===== config.mk =====
export PLATFORM = sky130hd
export DESIGN_NAME = sibh_ctrl
export DESIGN_NICKNAME = d
export VERILOG_FILES = /design/src/hdl/sibh_pkg.sv /design/src/hdl/sibh_ctrl.sv
export SDC_FILE = /design/constraint.sdc
export NUM_CORES = 1
export LEC_CHECK = 0
export BUFFER_PORTS_ARGS = -buffer_cell sky130_fd_sc_hd__buf_2
export CAP_MARGIN = 25
export CORE_ASPECT_RATIO = 1.75
export CORE_MARGIN = 4
export CORE_UTILIZATION = 50
export DETAILED_ROUTE_END_ITERATION = 10
export PLACE_DENSITY = 0.75
export SETUP_SLACK_MARGIN = 0.2
export SLEW_MARGIN = 20
export SYNTH_ARGS = -nofsm -noshare
export SYNTH_HDL_FRONTEND = slang
export SYNTH_SLANG_ARGS = --single-unit

===== constraint.sdc =====
create_clock -name clk -period 2.15 [get_ports clk]
set_clock_uncertainty 0.1 [all_clocks]
set_input_delay 0 -clock clk [delete_from_list [all_inputs] [get_ports clk]]
set_output_delay 0 -clock clk [all_outputs]
set_load 0.005 [all_outputs]

===== src/hdl/sibh_pkg.sv =====
// Shared types and constants for the shift-invariant board hash.
// Used by the modular multiplier, the datapath, the controller and the top level.
`default_nettype none

package sibh_pkg;

  localparam int HW        = 30;   // hash width, values below HMOD
  localparam int BOX_W     = 7;    // bounding box edge width
  localparam int COORD_W   = 6;    // input coordinate width
  localparam int MUL_CNT_W = 5;    // bit counter of the serial multiplier

  localparam logic [HW-1:0] HMOD    = 30'd1000000007;
  localparam logic [HW-1:0] INV_EXP = 30'd1000000005;  // Fermat exponent
  localparam logic [MUL_CNT_W-1:0] INV_LAST_BIT = 5'd29;
  localparam logic [1:0] INV_LAST_IDX = 2'd3;

  localparam logic [HW-1:0] BASE_X0 = 30'd234810943;
  localparam logic [HW-1:0] BASE_X1 = 30'd313566263;
  localparam logic [HW-1:0] BASE_Y0 = 30'd684903403;
  localparam logic [HW-1:0] BASE_Y1 = 30'd395415197;

  localparam logic [1:0] MODE_PLACE  = 2'd0;
  localparam logic [1:0] MODE_REMOVE = 2'd1;

  localparam logic AX_X = 1'b0;
  localparam logic AX_Y = 1'b1;

  typedef enum logic [3:0] {
    OP_NOP,
    OP_CLEAR,
    OP_INV_LOAD,
    OP_INV_START,
    OP_INV_TAKE,
    OP_INV_STORE,
    OP_LATCH,
    OP_PUSH,
    OP_POP,
    OP_POP_LOAD,
    OP_CNT_READ,
    OP_CNT_WRITE,
    OP_SET_STEPS,
    OP_SET_MIN,
    OP_SCALE_START,
    OP_SCALE_TAKE
  } dp_op_t;

  typedef enum logic [2:0] {
    TOP_NOP,
    TOP_TERM_ONE,
    TOP_TERM_START,
    TOP_TERM_TAKE,
    TOP_ADD,
    TOP_SUB
  } term_op_t;

  typedef struct packed {
    dp_op_t     op;
    term_op_t   top;      // term and accumulate commands
    logic       axis;     // AX_X column, AX_Y row
    logic       use_inv;  // scale by inverse base
    logic       rel;      // steps = coord - min when set, min - coord otherwise
    logic       scan;     // address / advance the box edge
    logic       dec;      // count write decrements
    logic [1:0] inv_idx;  // {is_y, color}
  } dp_cmd_t;

  typedef struct packed {
    logic       depth_zero;
    logic       depth_full;
    logic [1:0] lt;        // coord below edge, per axis
    logic [1:0] eq;        // coord on edge, per axis
    logic [1:0] min_span;  // edge at empty value, per axis
    logic       steps_zero;
    logic       cnt_zero;
    logic       lane_done;
    logic       inv_last;
    logic       clr_last;
  } dp_status_t;

  function automatic logic [HW-1:0] base_of(input logic is_y, input logic color);
    logic [HW-1:0] b;
    if (is_y) begin
      b = color ? BASE_Y1 : BASE_Y0;
    end else begin
      b = color ? BASE_X1 : BASE_X0;
    end
    return b;
  endfunction

endpackage

`default_nettype wire


===== src/hdl/sibh_ctrl.sv =====
// Controller: sequences reset sweep, inverse setup, place, remove and query
// requests over the datapath. Uses sibh_pkg command and status types.
`default_nettype none

module sibh_ctrl (
  input  wire logic                 clk,
  input  wire logic                 rst,
  input  wire logic                 in_valid,
  input  wire logic [1:0]           in_mode,
  input  wire logic                 out_free,
  input  wire sibh_pkg::dp_status_t status,
  output sibh_pkg::dp_cmd_t         cmd,
  output logic                      in_ready,
  output logic                      out_load,
  output logic                      err
);

  typedef enum logic [4:0] {
    S_CLEAR, S_INV_LOAD, S_INV_START, S_INV_WAIT, S_INV_STORE, S_IDLE,
    S_PUSH, S_RSC_CHK, S_RSC_START, S_RSC_WAIT, S_RSC_TEST, S_SET_MIN,
    S_CNT_RD, S_CNT_WR, S_TERM_INIT, S_TSTEPS, S_TCHK, S_TSTART, S_TWAIT,
    S_ACC, S_POP, S_POP_LD, S_DEC_RD, S_DEC_WR, S_SCAN_CHK, S_SCAN_RD,
    S_SCAN_TEST, S_SCAN_START, S_SCAN_WAIT, S_DONE
  } state_t;

  state_t     state, state_next;
  logic       axis, axis_next;
  logic [1:0] mode_q, mode_next;
  logic       err_next;
  logic [1:0] inv_idx, inv_idx_next;

  always_ff @(posedge clk) begin
    if (rst) begin
      state   <= S_CLEAR;
      axis    <= sibh_pkg::AX_Y;
      mode_q  <= sibh_pkg::MODE_PLACE;
      err     <= 1'b0;
      inv_idx <= '0;
    end else begin
      state   <= state_next;
      axis    <= axis_next;
      mode_q  <= mode_next;
      err     <= err_next;
      inv_idx <= inv_idx_next;
    end
  end

  always_comb begin
    state_next   = state;
    axis_next    = axis;
    mode_next    = mode_q;
    err_next     = err;
    inv_idx_next = inv_idx;
    in_ready     = 1'b0;
    out_load     = 1'b0;
    cmd.op       = sibh_pkg::OP_NOP;
    cmd.top      = sibh_pkg::TOP_NOP;
    cmd.axis     = axis;
    cmd.use_inv  = 1'b0;
    cmd.rel      = 1'b0;
    cmd.scan     = 1'b0;
    cmd.dec      = 1'b0;
    cmd.inv_idx  = inv_idx;
    case (state)
      S_CLEAR: begin
        cmd.op = sibh_pkg::OP_CLEAR;
        if (status.clr_last) begin
          state_next = S_INV_LOAD;
        end
      end
      S_INV_LOAD: begin
        cmd.op     = sibh_pkg::OP_INV_LOAD;
        state_next = S_INV_START;
      end
      S_INV_START: begin
        cmd.op     = sibh_pkg::OP_INV_START;
        state_next = S_INV_WAIT;
      end
      S_INV_WAIT: begin
        if (status.lane_done) begin
          cmd.op     = sibh_pkg::OP_INV_TAKE;
          state_next = status.inv_last ? S_INV_STORE : S_INV_START;
        end
      end
      S_INV_STORE: begin
        cmd.op = sibh_pkg::OP_INV_STORE;
        if (inv_idx == sibh_pkg::INV_LAST_IDX) begin
          state_next = S_IDLE;
        end else begin
          inv_idx_next = inv_idx + 1'b1;
          state_next   = S_INV_LOAD;
        end
      end
      S_IDLE: begin
        in_ready = 1'b1;
        if (in_valid) begin
          cmd.op    = sibh_pkg::OP_LATCH;
          mode_next = in_mode;
          err_next  = 1'b0;
          axis_next = sibh_pkg::AX_Y;
          case (in_mode)
            sibh_pkg::MODE_PLACE: begin
              if (status.depth_full) begin
                err_next   = 1'b1;
                state_next = S_DONE;
              end else begin
                state_next = S_PUSH;
              end
            end
            sibh_pkg::MODE_REMOVE: begin
              if (status.depth_zero) begin
                err_next   = 1'b1;
                state_next = S_DONE;
              end else begin
                state_next = S_POP;
              end
            end
            default: state_next = S_DONE;
          endcase
        end
      end
      S_PUSH: begin
        cmd.op     = sibh_pkg::OP_PUSH;
        state_next = S_RSC_CHK;
      end
      S_RSC_CHK: begin
        if (status.lt[axis]) begin
          cmd.op     = sibh_pkg::OP_SET_STEPS;
          state_next = S_RSC_START;
        end else begin
          state_next = S_CNT_RD;
        end
      end
      S_RSC_START: begin
        cmd.op     = sibh_pkg::OP_SCALE_START;
        state_next = S_RSC_WAIT;
      end
      S_RSC_WAIT: begin
        if (status.lane_done) begin
          cmd.op     = sibh_pkg::OP_SCALE_TAKE;
          state_next = S_RSC_TEST;
        end
      end
      S_RSC_TEST: begin
        state_next = status.steps_zero ? S_SET_MIN : S_RSC_START;
      end
      S_SET_MIN: begin
        cmd.op     = sibh_pkg::OP_SET_MIN;
        state_next = S_CNT_RD;
      end
      S_CNT_RD: begin
        cmd.op     = sibh_pkg::OP_CNT_READ;
        state_next = S_CNT_WR;
      end
      S_CNT_WR: begin
        cmd.op = sibh_pkg::OP_CNT_WRITE;
        if (axis == sibh_pkg::AX_Y) begin
          axis_next  = sibh_pkg::AX_X;
          state_next = S_RSC_CHK;
        end else begin
          state_next = S_TERM_INIT;
        end
      end
      S_TERM_INIT: begin
        cmd.top    = sibh_pkg::TOP_TERM_ONE;
        axis_next  = sibh_pkg::AX_X;
        state_next = S_TSTEPS;
      end
      S_TSTEPS: begin
        cmd.op     = sibh_pkg::OP_SET_STEPS;
        cmd.rel    = 1'b1;
        state_next = S_TCHK;
      end
      S_TCHK: begin
        if (!status.steps_zero) begin
          state_next = S_TSTART;
        end else if (axis == sibh_pkg::AX_X) begin
          axis_next  = sibh_pkg::AX_Y;
          state_next = S_TSTEPS;
        end else begin
          state_next = S_ACC;
        end
      end
      S_TSTART: begin
        cmd.top    = sibh_pkg::TOP_TERM_START;
        state_next = S_TWAIT;
      end
      S_TWAIT: begin
        if (status.lane_done) begin
          cmd.top    = sibh_pkg::TOP_TERM_TAKE;
          state_next = S_TCHK;
        end
      end
      S_ACC: begin
        if (mode_q == sibh_pkg::MODE_PLACE) begin
          cmd.top    = sibh_pkg::TOP_ADD;
          state_next = S_DONE;
        end else begin
          cmd.top    = sibh_pkg::TOP_SUB;
          axis_next  = sibh_pkg::AX_Y;
          state_next = S_DEC_RD;
        end
      end
      S_POP: begin
        cmd.op     = sibh_pkg::OP_POP;
        state_next = S_POP_LD;
      end
      S_POP_LD: begin
        cmd.op     = sibh_pkg::OP_POP_LOAD;
        state_next = S_TERM_INIT;
      end
      S_DEC_RD: begin
        cmd.op     = sibh_pkg::OP_CNT_READ;
        state_next = S_DEC_WR;
      end
      S_DEC_WR: begin
        cmd.op     = sibh_pkg::OP_CNT_WRITE;
        cmd.dec    = 1'b1;
        state_next = S_SCAN_CHK;
      end
      S_SCAN_CHK, S_SCAN_RD, S_SCAN_TEST: begin
        // advance the edge only while it sits on an empty line
        if ((state == S_SCAN_CHK) && status.eq[axis]) begin
          state_next = S_SCAN_RD;
        end else if ((state == S_SCAN_RD) && !status.min_span[axis]) begin
          cmd.op     = sibh_pkg::OP_CNT_READ;
          cmd.scan   = 1'b1;
          state_next = S_SCAN_TEST;
        end else if ((state == S_SCAN_TEST) && status.cnt_zero) begin
          state_next = S_SCAN_START;
        end else if (axis == sibh_pkg::AX_Y) begin
          axis_next  = sibh_pkg::AX_X;
          state_next = S_DEC_RD;
        end else begin
          state_next = S_DONE;
        end
      end
      S_SCAN_START: begin
        cmd.op      = sibh_pkg::OP_SCALE_START;
        cmd.use_inv = 1'b1;
        state_next  = S_SCAN_WAIT;
      end
      S_SCAN_WAIT: begin
        cmd.use_inv = 1'b1;
        if (status.lane_done) begin
          cmd.op     = sibh_pkg::OP_SCALE_TAKE;
          cmd.scan   = 1'b1;
          state_next = S_SCAN_RD;
        end
      end
      S_DONE: begin
        if (out_free) begin
          out_load   = 1'b1;
          state_next = S_IDLE;
        end
      end
      default: state_next = S_IDLE;
    endcase
  end

  a_no_load_busy: assert property (@(posedge clk) disable iff (rst)
    out_load |-> (state == S_DONE))
    else $error("result loaded outside completion");
  a_accept_idle: assert property (@(posedge clk) disable iff (rst)
    (in_valid && in_ready) |=> (state != S_IDLE))
    else $error("accepted request did not leave idle");
  a_err_only_done: assert property (@(posedge clk) disable iff (rst)
    (err && (state != S_DONE) && (state != S_IDLE)) |-> 1'b0)
    else $error("error flag set on a request that is executing");

endmodule

`default_nettype wire


* Word-level counts from Yosys, hierarchy flattened
Index checks and enable logic that the tools add are counted. Widths: inputs -> output; s select.
Operators by class: add/sub/neg operators 1, bitwise operators 1, reductions and logical operators 19, muxes and demuxes 59, eq/ne operators 43, order comparisons 1
Operators by type and width (number):
- $pmux 5 s28 | 1
- $eq 5x5->1 const B | 14
- $pmux 4 s17 | 1
- $mux 5 | 10
- $mux 4 | 11
- $eq 5x4->1 const B | 8
- $mux 1 | 24
- $ne 2x2->1 const B | 12
- $eq 5x3->1 const B | 4
- $mux 3 | 5
- $reduce_and 7->1 | 2
- $pmux 3 s4 | 1
- $reduce_or 2->1 | 6
- $eq 5x2->1 const B | 2
- $pmux 5 s2 | 1
- $eq 5x1->1 const B | 1
- $logic_not 5->1 | 1
- $pmux 1 s5 | 1
- $reduce_bool 5->1 | 1
- $logic_not 2->1 | 2
- $mux 2 | 2
- $pmux 1 s2 | 2
- $reduce_and 2->1 | 2
- $logic_and 1x1->1 | 3
- other kinds (7) | 7
Word-level totals: output and inout port bits 17, flip-flop bits (word level) 11, input port bits 19, word-level logic and storage cells 129

* Longest topological paths before layout
depth after elaboration 7, depth in mapped cells 8, gate-level depth less buffers 6

* Worst setup path before layout
OpenSTA, ideal clock, no wires.
path type reg2reg, start register inv_idx[0], end register state[2], cell stages (with the launch flop) 7, arrival time 1.491 ns, path buffers 0, library setup time 0.134 ns, slack 0.425 ns, data required time 1.916 ns, clock period less this slack 1.725 ns, cells stage by stage dfxtp_1 > ha_1 > or4_4 > o211ai_2 > a22oi_2 > a2111oi_4 > a211oi_1
Between the ends: cells in the longest elaborated chain, start to end 3
RTL lines:
- start, declared | line sibh_ctrl.sv:30 | logic [1:0] inv_idx, inv_idx_next;
- start signal, assigned | line sibh_ctrl.sv:44 | inv_idx <= inv_idx_next;
- $eq 2x2->1 | line sibh_ctrl.sv:87 | if (inv_idx == sibh_pkg::INV_LAST_IDX) begin
- $mux 3 | line sibh_ctrl.sv:87
- $pmux 5 s28 | line sibh_ctrl.sv:64 | case (state)
- end signal, assigned | line sibh_ctrl.sv:40 | state <= state_next;
- end, declared | line sibh_ctrl.sv:26 | state_t state, state_next;
No other way between the ends. A chain may end at the register's enable or synchronous reset.

==> flow_summary_export.csv <==
group,metric,value,unit
sta,final.min_clock_period,1840,ps
clock_network,tritoncts,"done",
sta,setup-tns-final,0,ps
clock_network,cts_setup_buffers,0,
synth,seq_area_frac_synth,13.8,%
grt,grt_max_degree,26,
cells_and_area,fin_nets,280,
drt,wl_per_cell,18.5,µm
critical_path,worstRegToRegCells,6,
die,ios,36,
critical_path,path_depth,5,
power,peakVddDrop,571,µV
critical_path,slowest_stage,"dfxtp_4",
die,core_area,2990,µm²
hold_path,hold_depth,4,
drt,num_vias,1880,
die,initial_utilization,53.2,%
die,die_height,82.7,µm
clock_network,clk_pin_slew,50,ps
clock_network,htreeDepth,1,
cells_and_area,drive_gt1_share,28.2,%
synth,syn_area_per_cell,7.08,µm²
drt,drt_pass1_iterations,4,
synth,yosys-top-cells-count,"22 x nor2_1, 16 x a21oi_1, 15 x nand2_1, 12 x buf_2",
synth,dominantRegCellSynth,"dfxtp_1",
critical_path,cp.arrival,1740,ps
synth,synthMostInstantiatedCell,"nor2_1",
placed_design,dp_cells,294,
die,die_area,4190,µm²
synth,synthArstFlopShare,0,%
sta,hold_viol,0,
synth,synth_area_leaders,"dfxtp_1 14%, nor2_1 5.2%, a21oi_1 5.0%, nor2b_1 4.3%, buf_2 3.8%",
sta,max-slew-margin-rel,74.2,%
placed_design,io_buffers,35,
clock_network,cts-root-buf,"clkbuf_8",
drt,vias_per_cell,6.25,
critical_path,critical_path_required,2050,ps
power,p_leak,0.816,nW
synth,yosys_warnings,0,
synth,synth_top_area_share,13.8,%
sta,finalMaxSlewViolations,0,
synth,synth-seq-cells,11,
critical_path,cp-start-kind,"flip-flop",
critical_path,crit_path_max_fanout,14,
drt,postRouteAntennaNets,0,
critical_path,path_class,"reg2out",
flow_run,maxCapViolCount,0,
sta,period_share,85.4,%
synth,syn_inst,225,
critical_path,crit_buf_inv,2,
placed_design,dp_hpwl,4250,µm
clock_network,cts_made_buffers,3,
sta,holdWs,84.4,ps
hold_path,hp-class,"in2reg",
synth,syn-num-nets,245,
drt,drt_iter0_drc,81,
drt,routed_wl,5580,µm
critical_path,slowest_delay,400,ps
outcome,status,"finished clean",
synth,synth-edff-count,0,
synth,synth_cell_types,61,
grt,overflow,0,
cells_and_area,syn_to_final_growth,21.9,%
grt,grt.total_usage,29.0,%
die,die_width,50.7,µm
critical_path,crit_chain,"buf_4, nor2_2, nand4_1, nand4_1, buf_2",
placed_design,gp_congestion,1.07,
critical_path,timing.critical_path.mode_cell,"nand4_1",
critical_path,worst_setup_path_end_kind,"primary output",
sta,rsz0062_at_grt,"true",
power,pwr_density_cell,931,nW/µm²
critical_path,crit_family,"simple AND/OR/NAND/NOR gates",
grt,grt_pass1_wl,9060,µm
sta,fmax,544,MHz
cells_and_area,num_antenna_cells,0,
synth,syn_area,1590,µm²
cells_and_area,final_cells,301,
synth,synth_top_cell_by_area,"dfxtp_1",
clock_network,clkSinkCount,11,
clock_network,clock_latency,250,ps
sta,setup_viol,0,
clock_network,cts.path.max_buffers,2,
die,num_rows,26,
grt,grt_pass1_vias,1803,
sta,worst_pin_slew,381,ps
grt,antenna_found_initial,0,
drt,drcViolationCount,0,
[sequential cells by signal (all words and copies together), names as in the netlist]
name and flops:
axis 1, err 1, state 5, mode_q 2
inv_idx 2
[routing by layer]
layer  part of all wire (%)  GRT usage (%)  up-vias
li1                       -              -      907
met1                     36           31.3      841
met2                     49           48.3       99
met3                    6.8           5.21       33
met4                    8.1           24.5        0
met5                      0              0        -
[worst paths after layout]
path | startpoint | endpoint | slack [ps]
worst min-delay path | status[2] | state[1] | 80
worst min register to register | err | err | 400
worst max-delay path | state[1] | cmd[12] | 310
worst max register to register | state[3] | state[3] | 320
[metrics by stage]
stage	total power (W)	setup slack [ps]	area, µm²	util (%)
6_report	0.00181	313	1940	64.9
5_1_grt	0.00193	190	1940	64.9
4_1_cts	0.00175	231	1920	64.0
3_5_place_dp	0.00152	138	1840	61.3
3_3_place_gp	0.00151	169	1840	61.3
2_1_floorplan	0.00117	425	1590	-
[area by class of cell]
cell class	count	area [µm²]
Clock buffer	4	45.0
Sequential cell	11	233
Multi-Input combinational cell	185	1240
Fill cell	308	1050
Timing Repair Buffer	51	344
Tap cell	42	52.6
Inverter	8	30.0
[cells in the final DEF (no fill, tap or decap), drive strengths merged, types with 8 or more instances in the layout]
cell type | synthesis | routed
buf | 17 | 48
nor2 | 23 | 23
a21oi | 16 | 16
nand2 | 15 | 15
nor2b | 11 | 11
dfxtp | 11 | 11
o21ai | 9 | 9
nand3 | 8 | 8
inv | 8 | 8
nand2b | 8 | 8
[kinds of logic after synthesis]
family	Yosys count	share of synthesized area (%)
XOR/XNOR	3	1.65
adder cells (fa/ha/maj)	1	0.785
AO/OA/AOI/OAI	67	31.2
multiplexers	8	5.18
flip-flops	11	13.8
buffers and inverters	29	9.43
AND/OR/NAND/NOR	106	37.9
[report_power, final]
part / switching (W) / total, W / internal [W]
combinational: 0.000692 / 0.00124 / 0.000545
clock: 0.0000873 / 0.000218 / 0.000131
sequential: 0.0000996 / 0.000353 / 0.000253
total: 0.000879 / 0.00181 / 0.000930
[worst register-to-register path: cells and delay by family, from the launching register on]
family,cells,cell delay [ps]
flops,1,430
buf+inv,1,190
simple gates,3,490
compound gates,2,540
[repair_timing]
action	CTS	global route
endpoints found under the setup margin	12	12
gates cloned	0	0
hold buffers	3	0
hold endpoints to repair	5	0
resized for setup	6	10
No activity file was read; power rests on OpenSTA's default activity.
